==> src/rtl/eot_pkg.sv <==
// ----------------------------------------------------------------------------
// eot_pkg
// Shared types, codes and helpers of the edge orientation tally unit.
// ----------------------------------------------------------------------------
package eot_pkg;

  localparam int CNT_W       = 10;
  localparam int IDX_W       = 10;
  localparam int TYPE_W      = 3;
  localparam int MODE_W      = 2;
  localparam int CFG_IDX_W   = 2;
  localparam int CFG_DATA_W  = 11;
  localparam int BOOT_W      = 10;
  localparam int THRESH_W    = 11;
  localparam int PROD_W      = BOOT_W + THRESH_W;
  localparam int CONS_W      = 3;
  localparam int IN_DATA_W   = 16;
  localparam int OUT_DATA_W  = 56;
  localparam int NUM_PAIRS_DEF = 1024;

  localparam logic [CNT_W-1:0] CNT_MAX = 10'd1023;

  localparam logic [MODE_W-1:0] MODE_RECORD = 2'd0;
  localparam logic [MODE_W-1:0] MODE_QUERY  = 2'd1;
  localparam logic [MODE_W-1:0] MODE_CLEAR  = 2'd2;

  localparam logic [TYPE_W-1:0] ET_NONE       = 3'd0;
  localparam logic [TYPE_W-1:0] ET_DIRECTED   = 3'd1;
  localparam logic [TYPE_W-1:0] ET_UNDIRECTED = 3'd2;
  localparam logic [TYPE_W-1:0] ET_BIDIRECTED = 3'd3;
  localparam logic [TYPE_W-1:0] ET_PARTIAL_I  = 3'd4;
  localparam logic [TYPE_W-1:0] ET_PARTIAL_J  = 3'd5;
  localparam logic [TYPE_W-1:0] ET_NONDIR     = 3'd6;

  localparam logic [CONS_W-1:0] CONS_NONE = 3'd0;
  localparam logic [CONS_W-1:0] CONS_UV   = 3'd1;
  localparam logic [CONS_W-1:0] CONS_VU   = 3'd2;
  localparam logic [CONS_W-1:0] CONS_BI   = 3'd3;
  localparam logic [CONS_W-1:0] CONS_UN   = 3'd4;

  localparam logic [CFG_IDX_W-1:0] CFG_NUM_BOOT    = 2'd0;
  localparam logic [CFG_IDX_W-1:0] CFG_STAB_THRESH = 2'd1;
  localparam logic [CFG_IDX_W-1:0] CFG_EXT_THRESH  = 2'd2;

  localparam logic [BOOT_W-1:0]   BOOT_RESET   = 10'd100;
  localparam logic [THRESH_W-1:0] THRESH_RESET = 11'd717;

  typedef logic [CNT_W-1:0] cnt_t;

  typedef struct packed {
    cnt_t bi;
    cnt_t un;
    cnt_t vu;
    cnt_t uv;
    cnt_t app;
  } tally_t;

  localparam int TALLY_W = $bits(tally_t);

  typedef struct packed {
    logic [CONS_W-1:0] consensus;
    logic              stable;
    tally_t            tally;
  } result_t;

  function automatic cnt_t sat_inc(input cnt_t c);
    cnt_t r;
    r = (c == CNT_MAX) ? c : c + 1'b1;
    return r;
  endfunction

endpackage

==> src/rtl/eot_update.sv <==
// ----------------------------------------------------------------------------
// eot_update
// Applies one observed edge type to a tally entry when record is set, and
// derives the stability flag and consensus orientation of the updated entry.
// ----------------------------------------------------------------------------
module eot_update (
  input  eot_pkg::tally_t                  cur,
  input  logic                             record,
  input  logic [eot_pkg::TYPE_W-1:0]       edge_type,
  input  logic [eot_pkg::PROD_W-1:0]       stab_prod,
  input  logic [eot_pkg::PROD_W-1:0]       ext_prod,
  output eot_pkg::tally_t                  nxt,
  output eot_pkg::result_t                 res
);
  import eot_pkg::*;

  logic [PROD_W-1:0] app_scaled;
  logic              uv_top;
  logic              vu_top;
  logic              bi_top;

  always_comb begin
    nxt = cur;
    if (record && (edge_type != ET_NONE)) begin
      nxt.app = sat_inc(cur.app);
      case (edge_type)
        ET_DIRECTED, ET_PARTIAL_I: nxt.uv = sat_inc(cur.uv);
        ET_PARTIAL_J:              nxt.vu = sat_inc(cur.vu);
        ET_UNDIRECTED, ET_NONDIR:  nxt.un = sat_inc(cur.un);
        ET_BIDIRECTED:             nxt.bi = sat_inc(cur.bi);
        default:                   nxt.app = sat_inc(cur.app);
      endcase
    end
  end

  assign app_scaled = {1'b0, nxt.app, 10'b0};

  assign uv_top = (nxt.uv >= nxt.vu) && (nxt.uv >= nxt.un) && (nxt.uv >= nxt.bi)
                  && (nxt.uv != '0);
  assign vu_top = (nxt.vu >= nxt.uv) && (nxt.vu >= nxt.un) && (nxt.vu >= nxt.bi)
                  && (nxt.vu != '0);
  assign bi_top = (nxt.bi >= nxt.uv) && (nxt.bi >= nxt.vu) && (nxt.bi >= nxt.un)
                  && (nxt.bi != '0);

  always_comb begin
    res.tally  = nxt;
    res.stable = (app_scaled >= stab_prod);
    if (app_scaled < ext_prod) begin
      res.consensus = CONS_NONE;
    end else if (uv_top) begin
      res.consensus = CONS_UV;
    end else if (vu_top) begin
      res.consensus = CONS_VU;
    end else if (bi_top) begin
      res.consensus = CONS_BI;
    end else if (nxt.un != '0) begin
      res.consensus = CONS_UN;
    end else begin
      res.consensus = CONS_NONE;
    end
  end

endmodule

==> config.mk <==
export PLATFORM = sky130hd
export DESIGN_NAME = eot_update
export DESIGN_NICKNAME = d
export VERILOG_FILES = /design/src/rtl/eot_pkg.sv /design/src/rtl/eot_update.sv
export SDC_FILE = /design/constraint.sdc
export NUM_CORES = 1
export LEC_CHECK = 0
export BUFFER_PORTS_ARGS = -buffer_cell sky130_fd_sc_hd__buf_2
export CELL_PAD_IN_SITES_DETAIL_PLACEMENT = 0
export CELL_PAD_IN_SITES_GLOBAL_PLACEMENT = 1
export CORE_MARGIN = 8
export CORE_UTILIZATION = 33
export DETAILED_ROUTE_END_ITERATION = 10
export PLACE_DENSITY = 0.94
export SYNTH_ARGS = -nofsm -noshare
export SYNTH_HDL_FRONTEND = slang
export SYNTH_SLANG_ARGS = --single-unit
==> constraint.sdc <==
create_clock -name vclk -period 4
set_input_delay 0.4 -clock vclk [all_inputs]
set_output_delay 0.4 -clock vclk [all_outputs]
set_load 0.02 [all_outputs]
## After elaboration in Yosys (flattened, before gate mapping)

Index checks and enable logic that the tools add are counted.

| storage, ports and cells | value |
|---|---|
| register bits | 0 |

| operators by class | value |
|---|---|
| add/sub/neg operators | 5 |
| $lt $le $gt $ge | 11 |
| equality and inequality tests | 11 |
| muxes and demuxes | 15 |
| reduce and logical (&&, ||, !) cells | 17 |

Operators with widths:

| kind | number |
|---|---|
| greater-or-equal comparator 10 bit | 9 |
| two-way mux 10 bit | 9 |
| adder 10 x 1 -> 10 bit (second input constant) | 5 |
| == test 10 bit (second input constant) | 5 |
| two-way mux 50 bit | 1 |
| nonzero test 10 bit | 4 |
| greater-or-equal comparator 20 x 21 -> 1 bit | 1 |
| less-than comparator 20 x 21 -> 1 bit | 1 |
| two-way mux 3 bit | 5 |
| logical AND 1 bit | 10 |
| == test 3 bit (second input constant) | 3 |
| == test 3 x 2 -> 1 bit (second input constant) | 2 |
| OR reduction 2 bit | 2 |
| == test 3 x 1 -> 1 bit (second input constant) | 1 |
| nonzero test 3 bit | 1 |

## Logic depth before layout (Yosys ltp)

Gate-level depths: netlist of run 1.

| depth | value |
|---|---|
| depth after elaboration | 12 |
| mapped depth | 15 |
| mapped depth without buffers | 15 |

## Worst setup path before layout of run 1

Ideal clock, no wire load.

| path | value |
|---|---|
| path type | input port to output port |
| start | in record |
| end | out res[52] (netlist bit) |
| arrival | 3,851 ps |
| slack | -251 ps |
| stages | 12 |
| path buffers | 1 |
| path through | clkbuf_2 nand4b_1 or3_1 o21ai_0 ha_1 a21o_1 a21o_1 a21o_1 a211oi_1 o221ai_1 o32ai_1 nor2b_1 |

RTL lines:

| item | RTL line | text |
|---|---|---|
| from (decl) | eot_update.sv:8 | `input logic record,` |
| to (decl) | eot_update.sv:13 | `output eot_pkg::result_t res` |

==> impl_metrics.json, run 1 <==
{
  "status": "finished, final reports clean",
  "critPathCaptureType": "primary output",
  "startpoint_type": "input port",
  "antenna_cells": 0,
  "ir_drop_mv": 0.0562,
  "period_minus_slack_ns": 3.94,
  "initial_core_util_pct": 33.6,
  "synth_seq_area_share_pct": 0,
  "final.clkbuf_count": 0,
  "synthesis.nets": 734,
  "worst-endpoint-required_ns": 3.60,
  "wl_met1_um": 6720,
  "finalSetupViolations": 0,
  "synth.avg_cell_area_um2": 7.26,
  "timing.critical_path.slowest_stage_cell": "sky130_fd_sc_hd__or3_1",
  "gp_routability_congestion": 0.905,
  "met2_length_um": 8420,
  "power.leakage_nw": 3.22,
  "routed_wl_um": 16700,
  "dr.max_layer_used": "met4",
  "ys.warnings.count": 0,
  "worst_path_most_repeated_cell": "sky130_fd_sc_hd__a21o_1",
  "avgViaCountPerCell": 5.27,
  "critical_path_class": "in2out",
  "drv.max_cap_violation_count": 0,
  "flow.area_growth_from_synthesis_pct": 52.9,
  "power.density_cell_area_nw_per_um2": 121,
  "worst_pin_slew_ns": 0.666,
  "ant_nets": 0,
  "slew_viol_final": 0,
  "synth.distinct_cells": 63,
  "timing.max_slew.rel_slack_pct": 55.2,
  "global_route.overflow_total": 0,
  "f_max_mhz": 254,
  "top_fanout_value_on_the_critical_path": 5,
  "layout_worst_path_cycle_share_pct": 98.6,
  "number_of_rows_in_the_core_area": 40,
  "sequential_cell_total": 0,
  "fin_util_pct": 51.3,
  "syn_area_um2": 4010,
  "slowest_delay_ns": 0.40,
  "detailroute.via_count": 5032,
  "finalSetupTns_ns": 0,
  "drt-pass1-iter-count": 4,
  "coreArea_um2": 12000,
  "timing.critical_path.arrival_ns": 3.54,
  "hp-class": "in2out",
  "detailedPlacementHpwl_um": 14400,
  "die_y_um": 126,
  "grt_pass1_vias": 5166,
  "detailedRoute.firstIterationViolations": 249,
  "crit_chain": "buf_2 > nand4b_1 > or2_1 > or3_1 > nand2_1 > inv_1 > ha_4 > a21o_1 > a21o_1 > a21o_1 > a211oi_2 > o221ai_2 > or3_1 > a31o_1 > buf_4",
  "maximum_number_of_pins_on_one_net_before_global_route_repair": 9,
  "fin_nets": 991,
  "grt_use_total_pct": 19.2,
  "dr_wl_met3_um": 1120,
  "floorplan.die_area_um2": 15900,
  "final_layout_size_suffix_gt1_share_pct": 48.9,
  "syn_inst": 553,
  "timing.hold.worst_path_depth": 4,
  "report.final.hold_viol_count": 0,
  "detail_route.wl_per_cell_um": 17.5,
  "place.port_buffers": 200,
  "seq_area_um2": 0,
  "chipWidth_um": 126,
  "antenna_found_initial": 0,
  "drc": 0,
  "grt_pass1_wl_um": 25600,
  "i_o_pin_total": 200
}
## synth_stat cells, drive strengths merged (5+ instances only)
cell type / instances / area, um2
ha: 85 / 1060
nor3: 19 / 110
nand2: 32 / 120
xnor2: 14 / 123
a21oi: 20 / 100
and3: 10 / 62.6
nand2b: 6 / 37.5
nor4b: 5 / 43.8
nor2b: 8 / 50.1
o21a: 6 / 45.0
nand3: 25 / 125
nand4: 17 / 113
inv: 64 / 240
and4: 5 / 43.8
a21o: 16 / 120
xor2: 19 / 166
buf: 54 / 402
nor4: 10 / 68.8
nor2: 28 / 105
mux2i: 11 / 121
a211oi: 7 / 52.6
o21ai: 18 / 90.1
## metal layers
layer	global-route usage, %	up-vias
met3	3.00	38
met4	4.74	0
met1	21.2	2295
met5	0	-
li1	-	2502
met2	37.1	197
## worst max-delay path: cells and delay by family
family	cells	cell delay, ns
AO/OA/AOI/OAI	6	1.16
buffers and inverters	3	0.36
adder cells (fa/ha/maj)	1	0.24
AND/OR/NAND/NOR	5	1.38
## cells by family (layout without fill, tap and decap cells)
| logic type | count (synthesis) | count (layout) | share of synthesized area, % |
|---|---|---|---|
| xor gates and xnor gates | 33 | 33 | 7.20 |
| buffers and inverters | 119 | 374 | 16.1 |
| adders and majority gates | 85 | 85 | 26.5 |
| muxes | 15 | 15 | 4.15 |
| AOI/OAI and AO/OA | 111 | 111 | 19.3 |
| and+or+nand+nor | 190 | 190 | 26.7 |
## report_power, final
group	total, mW	internal, mW	switching, mW
sequential	0	0	0
combinational	0.744	0.322	0.422
clock	0	0	0
total	0.744	0.322	0.422
## layout make-up
type,count,area (um2)
Timing Repair Buffer,310,1840
Fill cell,1152,5820
Inverter,64,240
Tap cell,147,184
Multi-Input combinational cell,434,3870
## path summary, 6_finish.rpt
path	from	end	slack (ns)
hold / removal	stab_prod[20]	res[50]	1.14
setup / recovery	edge_type[1]	res[51]	0.06
## metrics by stage
stage                     total power, mW  setup WS [ns]  cell area [um2]  hold slack, ns  std cells
final                               0.744         0.0566             6140            1.14        955
after global routing                0.814        -0.0193             6140            1.16        955
after CTS                           0.676        0.00243             5590            1.14        946
after detailed placement            0.669         -0.139             5560            1.14        946
after global placement              0.657         -0.103             5560            1.14        946
after floorplan                     0.409         0.0172             4020           0.926        553
## repair_timing
item                                    4_1_cts  5_1_grt
pin swaps                                     0       32
setup buffers                                 0        9
resized for setup                             6       91
cloned                                        0        0
hold buffers                                  0        0
endpoints found under the setup margin        3        3
## placed cells by master, fill, tap and decap left out, drive strengths merged, types with 5 or more instances in the layout
cell type  Yosys  layout
and3          10      10
ha            85      85
xnor2         14      14
nor2b          8       8
nor4          10      10
a21oi         20      20
xor2          19      19
nand2         32      32
nor2          28      28
nand2b         6       6
o21ai         18      18
a21o          16      16
inv           64      64
o21a           6       6
nor3          19      19
nand3         25      25
and4           5       5
nand4         17      17
nor4b          5       5
mux2i         11      11
buf           54     309
a211oi         7       7
(Power assumes the default switching activity.)
==> inputs of run 2 (changes only) <==
==> config.mk (replaced) <==
export PLATFORM = sky130hd
export DESIGN_NAME = eot_update
export DESIGN_NICKNAME = d
export VERILOG_FILES = /design/src/rtl/eot_pkg.sv /design/src/rtl/eot_update.sv
export SDC_FILE = /design/constraint.sdc
export NUM_CORES = 1
export LEC_CHECK = 0
export CELL_PAD_IN_SITES_DETAIL_PLACEMENT = 0
export CELL_PAD_IN_SITES_GLOBAL_PLACEMENT = 1
export CORE_MARGIN = 2
export CORE_UTILIZATION = 47
export DETAILED_ROUTE_END_ITERATION = 10
export DONT_BUFFER_PORTS = 1
export PLACE_DENSITY = 0.95
export SYNTH_ARGS = -nofsm -noshare
export SYNTH_HDL_FRONTEND = slang
export SYNTH_SLANG_ARGS = --single-unit
==> constraint.sdc (replaced) <==
create_clock -name vclk -period 4
set_input_delay 0.8 -clock vclk [all_inputs]
set_output_delay 0.8 -clock vclk [all_outputs]
set_load 0.02 [all_outputs]
==> run 2 against run 1 <==
Effect of this change: the flow now finishes with violations (negative setup slack); via count increased by 0.22%; utilization increased by 24 points; critical path depth decreased by 2; design area increased by 1.2%.
==> impl_metrics.json, run 2 (synthesis gave the netlist of run 1 again) <==
{
  "status": "finished with violations",
  "failed_checks": "negative setup slack",
  "ant_nets": 0,
  "f_max_mhz": 221,
  "worst_hold_slack_across_all_endpoints_ns": 1.84,
  "report.final.hold_viol_count": 0,
  "grt_use_total_pct": 31.1,
  "die_y_um": 96.4,
  "seq_power_share_pct": 0,
  "fillCellCount": 563,
  "critPathCaptureType": "primary output",
  "sequential_cell_total": 0,
  "fin_nets": 869,
  "p_int_mw": 0.337,
  "power.density_cell_area_nw_per_um2": 121,
  "final.clkbuf_count": 0,
  "flow.area_growth_from_synthesis_pct": 54.7,
  "startpoint_type": "input port",
  "drt-pass1-iter-count": 5,
  "period_minus_slack_ns": 4.52,
  "ir_drop_mv": 0.0812,
  "critical_path_class": "in2out",
  "avgViaCountPerCell": 6.38,
  "switching_power_mw": 0.417,
  "slowest_delay_ns": 0.49,
  "detail_route.wl_per_cell_um": 22.2,
  "timing.critical_path.slowest_stage_cell": "sky130_fd_sc_hd__nor3_4",
  "crit_chain": "nand3_1 > nor3_4 > nor3_4 > xor2_2 > inv_2 > ha_1 > o21a_1 > o21ai_2 > a211o_1 > and2_1 > a211o_1 > o32ai_4 > nor2b_4",
  "detailedPlacementHpwl_um": 12600,
  "final_layout_size_suffix_gt1_share_pct": 48.3,
  "rsz0062_at_grt": "true",
  "hp-class": "in2out",
  "worst-endpoint-required_ns": 3.20,
  "place.port_buffers": 0,
  "grt_pass1_vias": 4837,
  "comb_power_share_pct": 100.0,
  "top_fanout_value_on_the_critical_path": 5,
  "switching_share_pct": 55.3,
  "timing.critical_path.arrival_ns": 3.72,
  "detailedRoute.firstIterationViolations": 312,
  "grt_pass1_wl_um": 22500,
  "cp_num_buf_inv": 1,
  "timing.max_slew.rel_slack_pct": 55.5,
  "chipWidth_um": 96.4,
  "detailroute.via_count": 5043,
  "layout_worst_path_cycle_share_pct": 113,
  "drv.max_cap_violation_count": 0,
  "maximum_number_of_pins_on_one_net_before_global_route_repair": 11,
  "antenna_found_initial": 0,
  "global_route.overflow_total": 0,
  "slew_viol_final": 0,
  "gp_routability_congestion": 0.981,
  "total_power_mw": 0.754,
  "finalSetupViolations": 4,
  "i_o_pin_total": 200,
  "layout.cells.most_common": "sky130_fd_sc_hd__buf_4",
  "clock_power_share_pct": 0,
  "seq_area_um2": 0,
  "floorplan.die_area_um2": 9290,
  "critPathTopFamily": "simple AND/OR/NAND/NOR gates",
  "final_cell_mix": "sky130_fd_sc_hd__buf_4 (181), sky130_fd_sc_hd__ha_1 (64), sky130_fd_sc_hd__inv_1 (54), sky130_fd_sc_hd__nand2_1 (25), sky130_fd_sc_hd__nor2_1 (21)",
  "routed_wl_um": 17600,
  "drc": 0,
  "finalWorstSetupSlack_ns": -0.522,
  "worst_pin_slew_ns": 0.661,
  "coreArea_um2": 8260,
  "power.leakage_nw": 2.89,
  "antenna_cells": 0,
  "initial_core_util_pct": 48.6,
  "number_of_rows_in_the_core_area": 33
}
run 2: metal layers:
metal  track usage, %  up-vias  part of all wire [%]
met2             58.4      305                    50
met1             34.1     2385                    34
met4             12.6        0                   5.7
li1                 -     2257                     -
met3             5.74       96                   9.9
met5                0        -                     0
run 2: worst paths after layout:
kind | end | cells after the start | start | slack (ns)
setup / recovery | res[52] | 13 | cur[18] | -0.52
hold / removal | nxt[37] | 2 | cur[37] | 1.84
run 2: area by class of cell:
cell class,count,area (um2),area share (%)
inverter,64,243,3.91
multi-input combinational,434,4400,70.8
timing repair buffer,188,1440,23.2
tap,105,131,2.12
run 2: stage by stage:
stage | utilization [%] | instances | worst slack [ns] | instance area [um2] | TNS (ns)
4_1_cts | 68.6 | 779 | -0.458 | 5670 | -1.32
3_5_place_dp | 63.9 | 766 | -0.635 | 5280 | -2.02
3_3_place_gp | 63.9 | 766 | -0.532 | 5280 | -1.74
6_report | 75.2 | 791 | -0.522 | 6210 | -1.57
5_1_grt | 75.2 | 791 | -0.655 | 6210 | -2.10
2_1_floorplan | - | 553 | -0.450 | 4340 | -1.27
run 2: power groups by stage:
stage	clock, mW	sequential, mW	combinational (mW)
floorplan	0	0	0.430
global placement	0	0	0.578
detailed placement	0	0	0.599
CTS	0	0	0.647
global route	0	0	0.801
finish	0	0	0.754
run 2: repair_timing:
item | 4_1_cts | 5_1_grt
endpoints found under the hold margin | 0 | 0
pin swaps | 27 | 40
resized for setup | 53 | 81
setup endpoints to repair | 4 | 4
hold buffers | 0 | 0
setup buffers | 14 | 12
